===== src/rtl/core/rwc_pkg.sv =====
// Shared types and constants for the rolling window checksum block.
package rwc_pkg;

   localparam logic [30:0] PRIME_M = 31'h7fffffff;
   localparam int unsigned CSR_IDX_W = 2;
   localparam int unsigned CSR_DATA_W = 31;

   localparam logic [CSR_IDX_W-1:0] CSR_SUM_MODE    = 2'd0;
   localparam logic [CSR_IDX_W-1:0] CSR_MULTIPLIER  = 2'd1;
   localparam logic [CSR_IDX_W-1:0] CSR_BYTE_OFFSET = 2'd2;

   localparam logic OP_APPEND = 1'b0;
   localparam logic OP_ROLL   = 1'b1;

   // Multiplier operand selection.
   typedef enum logic [1:0] {
      MSEL_SUM   = 2'd0,   // running sum times multiplier
      MSEL_POW   = 2'd1,   // power times old byte
      MSEL_FILL  = 2'd2    // previous power times multiplier
   } msel_type;

   typedef struct packed {
      logic     load;       // capture request beat
      logic     mul_go;     // issue multiply
      msel_type msel;
      logic     acc_clear;  // start accumulator with product
      logic     acc_add;    // add product into accumulator
      logic     finish;     // reduce, write sum, present result
      logic     mode0;      // finish using mode 0 path
      logic     pow_rd;     // read power store at k
      logic     fill_wr;    // write fill product to store
      logic     fill_seed;  // write seed entry 0
   } rwc_cmd_type;

   typedef struct packed {
      logic need_fill;  // powers_filled <= k
      logic empty;      // powers_filled == 0
   } rwc_status_type;

   // Fold a 64-bit value down to a residue below PRIME_M. Since 2^31 is one
   // modulo PRIME_M, bits 63..62 carry a weight of one as well.
   function automatic logic [30:0] fold_m(input logic [63:0] x);
      logic [33:0] a;
      logic [31:0] b;
      logic [31:0] c;
      a = {3'b0, x[30:0]} + {3'b0, x[61:31]} + {32'b0, x[63:62]};
      b = {1'b0, a[30:0]} + {29'b0, a[33:31]};
      c = {1'b0, b[30:0]} + {31'b0, b[31]};
      fold_m = (c[30:0] == PRIME_M) ? 31'd0 : c[30:0];
   endfunction

endpackage


===== src/rtl/core/rwc_ctrl.sv =====
// Sequencing state machine for the rolling window checksum.
module rwc_ctrl (
   input  logic                    clock,
   input  logic                    reset,
   input  logic                    req_fire,
   input  logic                    req_op,
   input  logic                    mode1,
   input  logic                    rsp_busy,
   input  rwc_pkg::rwc_status_type status,
   output logic                    req_ready,
   output rwc_pkg::rwc_cmd_type    cmd
);
   typedef enum logic [7:0] {
      S_IDLE  = 8'b00000001,
      S_SEED  = 8'b00000010,
      S_FILLM = 8'b00000100,
      S_FILLW = 8'b00001000,
      S_MUL1  = 8'b00010000,
      S_MUL2  = 8'b00100000,
      S_ACC   = 8'b01000000,
      S_FIN   = 8'b10000000
   } state_type;

   state_type state_ff, state_in;
   logic      roll_ff, roll_in;

   always_ff @(posedge clock) begin
      if (reset) begin
         state_ff <= S_IDLE;
         roll_ff  <= 1'b0;
      end else begin
         state_ff <= state_in;
         roll_ff  <= roll_in;
      end
   end

   assign req_ready = (state_ff == S_IDLE) && !rsp_busy;

   always_comb begin
      state_in = state_ff;
      roll_in  = roll_ff;
      cmd = '0;
      cmd.msel = rwc_pkg::MSEL_SUM;
      case (state_ff)
         S_IDLE: begin
            if (req_fire) begin
               cmd.load = 1'b1;
               roll_in  = (req_op == rwc_pkg::OP_ROLL);
               if (!mode1) state_in = S_FIN;
               else if (req_op == rwc_pkg::OP_ROLL) state_in = S_SEED;
               else state_in = S_MUL1;
            end
         end
         S_SEED: begin
            if (status.empty) cmd.fill_seed = 1'b1;
            state_in = S_FILLM;
         end
         S_FILLM: begin
            if (status.need_fill) begin
               cmd.mul_go = 1'b1;
               cmd.msel   = rwc_pkg::MSEL_FILL;
               state_in   = S_FILLW;
            end else begin
               cmd.pow_rd = 1'b1;
               state_in   = S_MUL1;
            end
         end
         S_FILLW: begin
            cmd.fill_wr = 1'b1;
            state_in    = S_FILLM;
         end
         S_MUL1: begin
            cmd.mul_go = 1'b1;
            cmd.msel   = rwc_pkg::MSEL_SUM;
            state_in   = roll_ff ? S_MUL2 : S_ACC;
         end
         S_MUL2: begin
            cmd.mul_go    = 1'b1;
            cmd.msel      = rwc_pkg::MSEL_POW;
            cmd.acc_clear = 1'b1;
            state_in      = S_ACC;
         end
         S_ACC: begin
            if (roll_ff) cmd.acc_add = 1'b1;
            else cmd.acc_clear = 1'b1;
            state_in = S_FIN;
         end
         S_FIN: begin
            cmd.finish = 1'b1;
            cmd.mode0  = !mode1;
            state_in   = S_IDLE;
         end
         default: state_in = S_IDLE;
      endcase
   end
endmodule


===== config.mk =====
export PLATFORM = sky130hd
export DESIGN_NAME = rwc_ctrl
export DESIGN_NICKNAME = d
export VERILOG_FILES = /design/src/rtl/core/rwc_pkg.sv /design/src/rtl/core/rwc_ctrl.sv
export SDC_FILE = /design/constraint.sdc
export NUM_CORES = 1
export LEC_CHECK = 0
export BUFFER_PORTS_ARGS = -buffer_cell sky130_fd_sc_hd__buf_2
export CORE_UTILIZATION = 35
export DETAILED_ROUTE_END_ITERATION = 8
export PLACE_DENSITY_LB_ADDON = 0.3
export SLEW_MARGIN = 20
export SYNTH_ARGS = -nofsm -noshare
export SYNTH_HDL_FRONTEND = slang
export SYNTH_SLANG_ARGS = --single-unit

===== constraint.sdc =====
create_clock -name clock -period 2.48 [get_ports clock]
set_input_delay 0.248 -clock clock [delete_from_list [all_inputs] [get_ports clock]]
set_output_delay 0.248 -clock clock [all_outputs]
set_load 0.01 [all_outputs]

==> qor.txt, run 1 <==
Outcome -> finished, final reports clean
Fmax -> 530 MHz
Chip Width -> 40.8 um
Max Root-Sink Buffers -> 2
WP data required -> 2.23 ns
First-pass GRT wire length -> 1.97 mm
1st-pass router iterations -> 4
I/O pin count -> 20
Initial antenna violation count -> 0
Placed instance area -> 642 um^2
Multiplexer share of the synthesized area -> 1.90%
Crit-path cells -> nor4_4, nand4b_2, or2_1, nand2_1, buf_2
Setup bufs post-CTS -> 0
Gr ovfl total -> 0
Clk slew on worst S/H paths -> 0.06 ns
Startpoint types -> flip-flop
PwrDens -> 541 mW/mm^2
Buf+Inv Stages, Crit Path -> 1
Placeable Area -> 0.00135 mm^2
Crit end category -> output port
Combinational family with the most area after synthesis -> simple AND/OR/NAND/NOR gates
GRT Overall Usage -> 18.3%
Netlist cell types -> 29
Post-Synth Simple-Gate Area -> 49.5%
Post-route cell area -> 668 um^2
Dpl hpwl -> 916 um
Die height -> 40.8 um
Worst EP arrival -> 1.64 ns
DR vias -> 492
Number of remaining DRC errors -> 0
Yosys warning total -> 0
Max-cap violation count -> 0
Largest delay contributor family on the critical path -> simple AND/OR/NAND/NOR gates
Ys flop type -> dfxtp_1
Slew Limit Headroom -> 74.4%
Vias/cell -> 5.07
CP max stage cell -> dfxtp_1
Number of enable flip-flop cells after synthesis -> 0
Post-synthesis cell area -> 528 um^2
Syn Area/Cell -> 8.95 um^2
Clk sink count -> 9
Final WL -> 1.14 mm
Max H-tree Level -> 1
Commonest cells after routing, fill and taps aside -> 19 x buf_2, 11 x nor2_1, 9 x dfxtp_1
Worst skew pair latency -> 0.26 ns
Max IR drop VDD -> 256 uV
Initial core utilization -> 39.1%
Adder-cell share of the synthesized area -> 0%
Synth Register Bits -> 9
Worst hold path class -> input pin to flip-flop
IO buf count -> 19
Syn nets -> 67
Area of the die -> 0.00167 mm^2
Hold Buf Count CTS -> 0
Routed len/inst -> 11.7 um
Share of cells above drive strength 1 -> 35.4%
Root buffer cell -> clkbuf_4
Post-synthesis cell count -> 59
Commonest non-fill, non-tap cell in the layout -> buf_2
Fin. max-slew vios -> 0
Tcrit/Tclk final -> 76.1%
Leak -> 0.362 nW
Core Rows -> 13
Compound-Gate Fraction of Synth Area -> 9.24%
Area growth, synth to finish -> 26.5%
Ant diodes -> 0
Largest net degree at the start of global routing -> 8
Vias in the first global route -> 458
RSZ-0062 raised after global routing -> no
Post-CTS Resized -> 0
Number of buffers created by CTS -> 3
Final setup vio count -> 0
Final core utilization -> 49.5%
DRT iter0 DRCs -> 12
CP max FO -> 6
Tmin final -> 1.89 ns
Nets -> 91
Synth async-reset ratio -> 0%
Placer Congestion -> 0.847
Post-synthesis sequential area ratio -> 34.1%
Routed Antenna Nets -> 0
Max stage delay on crit path -> 0.38 ns
Setup TNS -> 0 ns
Post-Synth XOR/XNOR Area -> 1.66%
CTS tree -> yes
WS Path Type -> flip-flop to output port
Worst clock skew -> 0.00375 ns
Worst slew pin tran -> 0.382 ns
Final hold violation count -> 0
==> routing by layer <==
layer	global-route usage, %	vias to the layer above	wire length (um)
met5	0	-	0
met4	10.0	0	27
met3	3.26	5	60
met2	27.7	18	474
met1	24.1	207	572
li1	-	262	-
==> logic make-up after synthesis <==
logic type | after synthesis
simple gates | 37
flops | 9
compound gates | 6
buf+inv | 5
xor+xnor | 1
mux | 1
==> worst paths after layout <==
kind / slack [ns] / cells past startpoint / to / start
worst max-delay path: 0.59 / 5 / cmd[9] / state_ff[7]$_SDFFE_PP0P_
worst min-delay path: 0.21 / 2 / state_ff[1]$_SDFFE_PP0P_ / reset
worst max register to register: 1.01 / 4 / state_ff[0]$_SDFFE_PP1P_ / state_ff[7]$_SDFFE_PP0P_
worst min register to register: 0.52 / 2 / state_ff[5]$_SDFFE_PP0P_ / roll_ff$_SDFFE_PP0P_
==> Yosys cell counts (2+ instances only) <==
| cell | count | area, um^2 |
|---|---|---|
| nor2_1 | 11 | 41.3 |
| dfxtp_1 | 9 | 180 |
| inv_1 | 5 | 18.8 |
| and4b_1 | 3 | 30.0 |
| nand3_1 | 3 | 15.0 |
| and2_1 | 2 | 12.5 |
| and3_1 | 2 | 12.5 |
| nand2_1 | 2 | 7.51 |
| nor4_4 | 2 | 42.5 |
==> per-stage QoR <==
step / hold WS (ns) / cells / worst slack (ns) / total power [mW]
floorplan: 0.320 / 59 / 1.02 / 0.225
global placement: 0.483 / 93 / 0.869 / 0.251
detailed placement: 0.487 / 93 / 0.856 / 0.253
CTS: 0.211 / 97 / 0.564 / 0.363
global route: 0.209 / 97 / 0.461 / 0.385
finish: 0.214 / 97 / 0.593 / 0.361
==> cell type report <==
class	count	area (um^2)
clock buffers	4	26.3
fillers	135	682
inverters	5	18.8
multi-input cells	45	329
flip-flops and latches	9	180
well taps	15	18.8
repair buffers	19	95.1
==> power by group <==
| group | switching (mW) | total [mW] | internal, mW |
|---|---|---|---|
| clock network | 0.0511 | 0.113 | 0.0620 |
| logic | 0.0439 | 0.0828 | 0.0389 |
| registers | 0.0131 | 0.165 | 0.152 |
| total | 0.108 | 0.361 | 0.253 |
==> sequential cells by signal (all words and copies together) (netlist names) <==
| name | flops |
|---|---|
| roll_ff | 1 |
| state_ff | 8 |
(Power assumes the default switching activity.)
==> run 2, diff against run 1 <==
==> constraint.sdc (replaced) <==
create_clock -name clock -period 1.6 [get_ports clock]
set_input_delay 0.16 -clock clock [delete_from_list [all_inputs] [get_ports clock]]
set_output_delay 0.16 -clock clock [all_outputs]
set_load 0.01 [all_outputs]
==> qor.txt, run 2 (same netlist as run 1, synthesis figures left out) <==
Chip Width -> 40.8 um
Tcrit/Tclk final -> 105%
Dpl hpwl -> 861 um
Area of the die -> 0.00167 mm^2
Hold depth -> 2
Area growth, synth to finish -> 53.6%
Placeable Area -> 0.00135 mm^2
Hold path endpoint -> state_ff[1]$_SDFFE_PP0P_
Largest net degree at the start of global routing -> 7
Vias/cell -> 5.31
Tmin final -> 1.67 ns
Max Root-Sink Buffers -> 2
Post-route cell area -> 811 um^2
Worst slew pin tran -> 0.356 ns
Biggest regs -> state_ff (8), roll_ff (1)
Die height -> 40.8 um
WS Path Type -> flip-flop to output port
IO buf count -> 19
Startpoint types -> flip-flop
Max IR drop VDD -> 377 uV
Grt met2 use -> 25.0%
Number of buffers created by CTS -> 3
Fmax -> 598 MHz
Fin. max-slew vios -> 0
Setup TNS -> -0.373 ns
Final WS setup -> -0.0722 ns
CP max FO -> 5
Failing checks -> setup timing
Core Rows -> 13
Final Total Pwr -> 602 uW
Max H-tree Level -> 1
Placer Congestion -> 0.821
Nets -> 102
Crit end category -> output port
Reg-to-Reg Start -> state_ff[6]$_SDFFE_PP0P_
Max reg flops -> 8
Number of remaining DRC errors -> 0
HP Start -> reset
1st-pass router iterations -> 4
Commonest cells after routing, fill and taps aside -> 17 x buf_2, 11 x buf_4, 10 x nor2_1
Initial antenna violation count -> 0
Worst hold path class -> input pin to flip-flop
RSZ-0062 raised after global routing -> yes
Ant diodes -> 0
Grt peak-use layer -> met2
Share of cells above drive strength 1 -> 53.8%
I/O pin count -> 20
Fin cells -> 108
DRT iter0 DRCs -> 5
Hold Buf Count CTS -> 0
Outcome -> finished with violations
Vias in the first global route -> 409
Met1 Usage GRT -> 21.1%
CP max stage cell -> nor4_4
Worst clock skew -> 0.000692 ns
Placed instance area -> 649 um^2
First-pass GRT wire length -> 1.76 mm
Leak -> 0.406 nW
Final core utilization -> 60.1%
Grt met3 use -> 4.89%
CTS tree -> yes
RR Endpoint -> state_ff[0]$_SDFFE_PP1P_
WP data required -> 1.44 ns
Worst EP arrival -> 1.51 ns
Initial core utilization -> 39.1%
Routed Antenna Nets -> 0
Max-cap violation count -> 0
Worst skew pair latency -> 0.26 ns
Crit-path cells -> nor4_4, and4b_1, and2_1, buf_2
PwrDens -> 742 mW/mm^2
Clk sink count -> 9
GRT Overall Usage -> 17.5%
Max stage delay on crit path -> 0.38 ns
Cells after DPL -> 94
Reg with most FFs -> state_ff
Clk slew on worst S/H paths -> 0.06 ns
Final hold violation count -> 0
Worst slack, placed -> 0.0881 ns
Commonest non-fill, non-tap cell in the layout -> buf_2
Gr ovfl total -> 0
Slew Limit Headroom -> 76.2%
Final WL -> 1.25 mm
Routed len/inst -> 11.5 um
R2r setup slk -> 0.12 ns
R2R depth -> 5
Hold WS -> 0.103 ns
Final setup vio count -> 7
Root buffer cell -> clkbuf_4
DR vias -> 574
## run 2: cell count changes in the layout (fill, tap and decap cells not counted), moves of 2 or more
cell,change
buf_6,+2
buf_2,-2
buf_4,+11
dfxtp_4,+4
dfxtp_1,-5
## run 2: timing repair
action,in CTS,in global routing
buffers inserted,7,3
endpoints found under the hold margin,0,0
pin swaps,9,5
resized for setup,6,12
endpoints found under the setup margin,8,12
## run 2: metal layers
layer / wire [um] / up-vias / share of wire, %
li1: - / 282 / -
met1: 526 / 266 / 42
met2: 607 / 21 / 49
met3: 73 / 5 / 5.9
met4: 39 / 0 / 3.1
met5: 0 / - / 0
## run 2: area by class of cell
cell class,instances,area [um^2]
clock buffers,4,26.3
fillers,128,539
inverters,5,18.8
multi-input cells,45,360
flip-flops and latches,9,196
well taps,15,18.8
repair buffers,30,190
## run 2: worst max-delay path: cells and delay by family, from the launching register on
family / cells / cell delay (ns)
DFF: 1 / 0.36
buffers and inverters: 1 / 0.12
and+or+nand+nor: 3 / 0.77
## run 2: power breakdown
group	internal (mW)	switching, mW
Combinational	0.0902	0.0821
Clock	0.0963	0.0820
Sequential	0.233	0.0182
Total	0.420	0.182
## run 2: worst max path at each step
stage / slack (ns) / end / from
6_report: -0.07 / cmd[3] / state_ff[3]$_SDFFE_PP0P_
5_1_grt: -0.18 / cmd[3] / state_ff[3]$_SDFFE_PP0P_
4_1_cts: -0.08 / cmd[9] / state_ff[0]$_SDFFE_PP1P_
3_5_place_dp: 0.09 / cmd[9] / state_ff[0]$_SDFFE_PP1P_
3_3_place_gp: 0.13 / cmd[6] / state_ff[2]$_SDFFE_PP0P_
2_1_floorplan: 0.23 / cmd[3] / state_ff[2]$_SDFFE_PP0P_
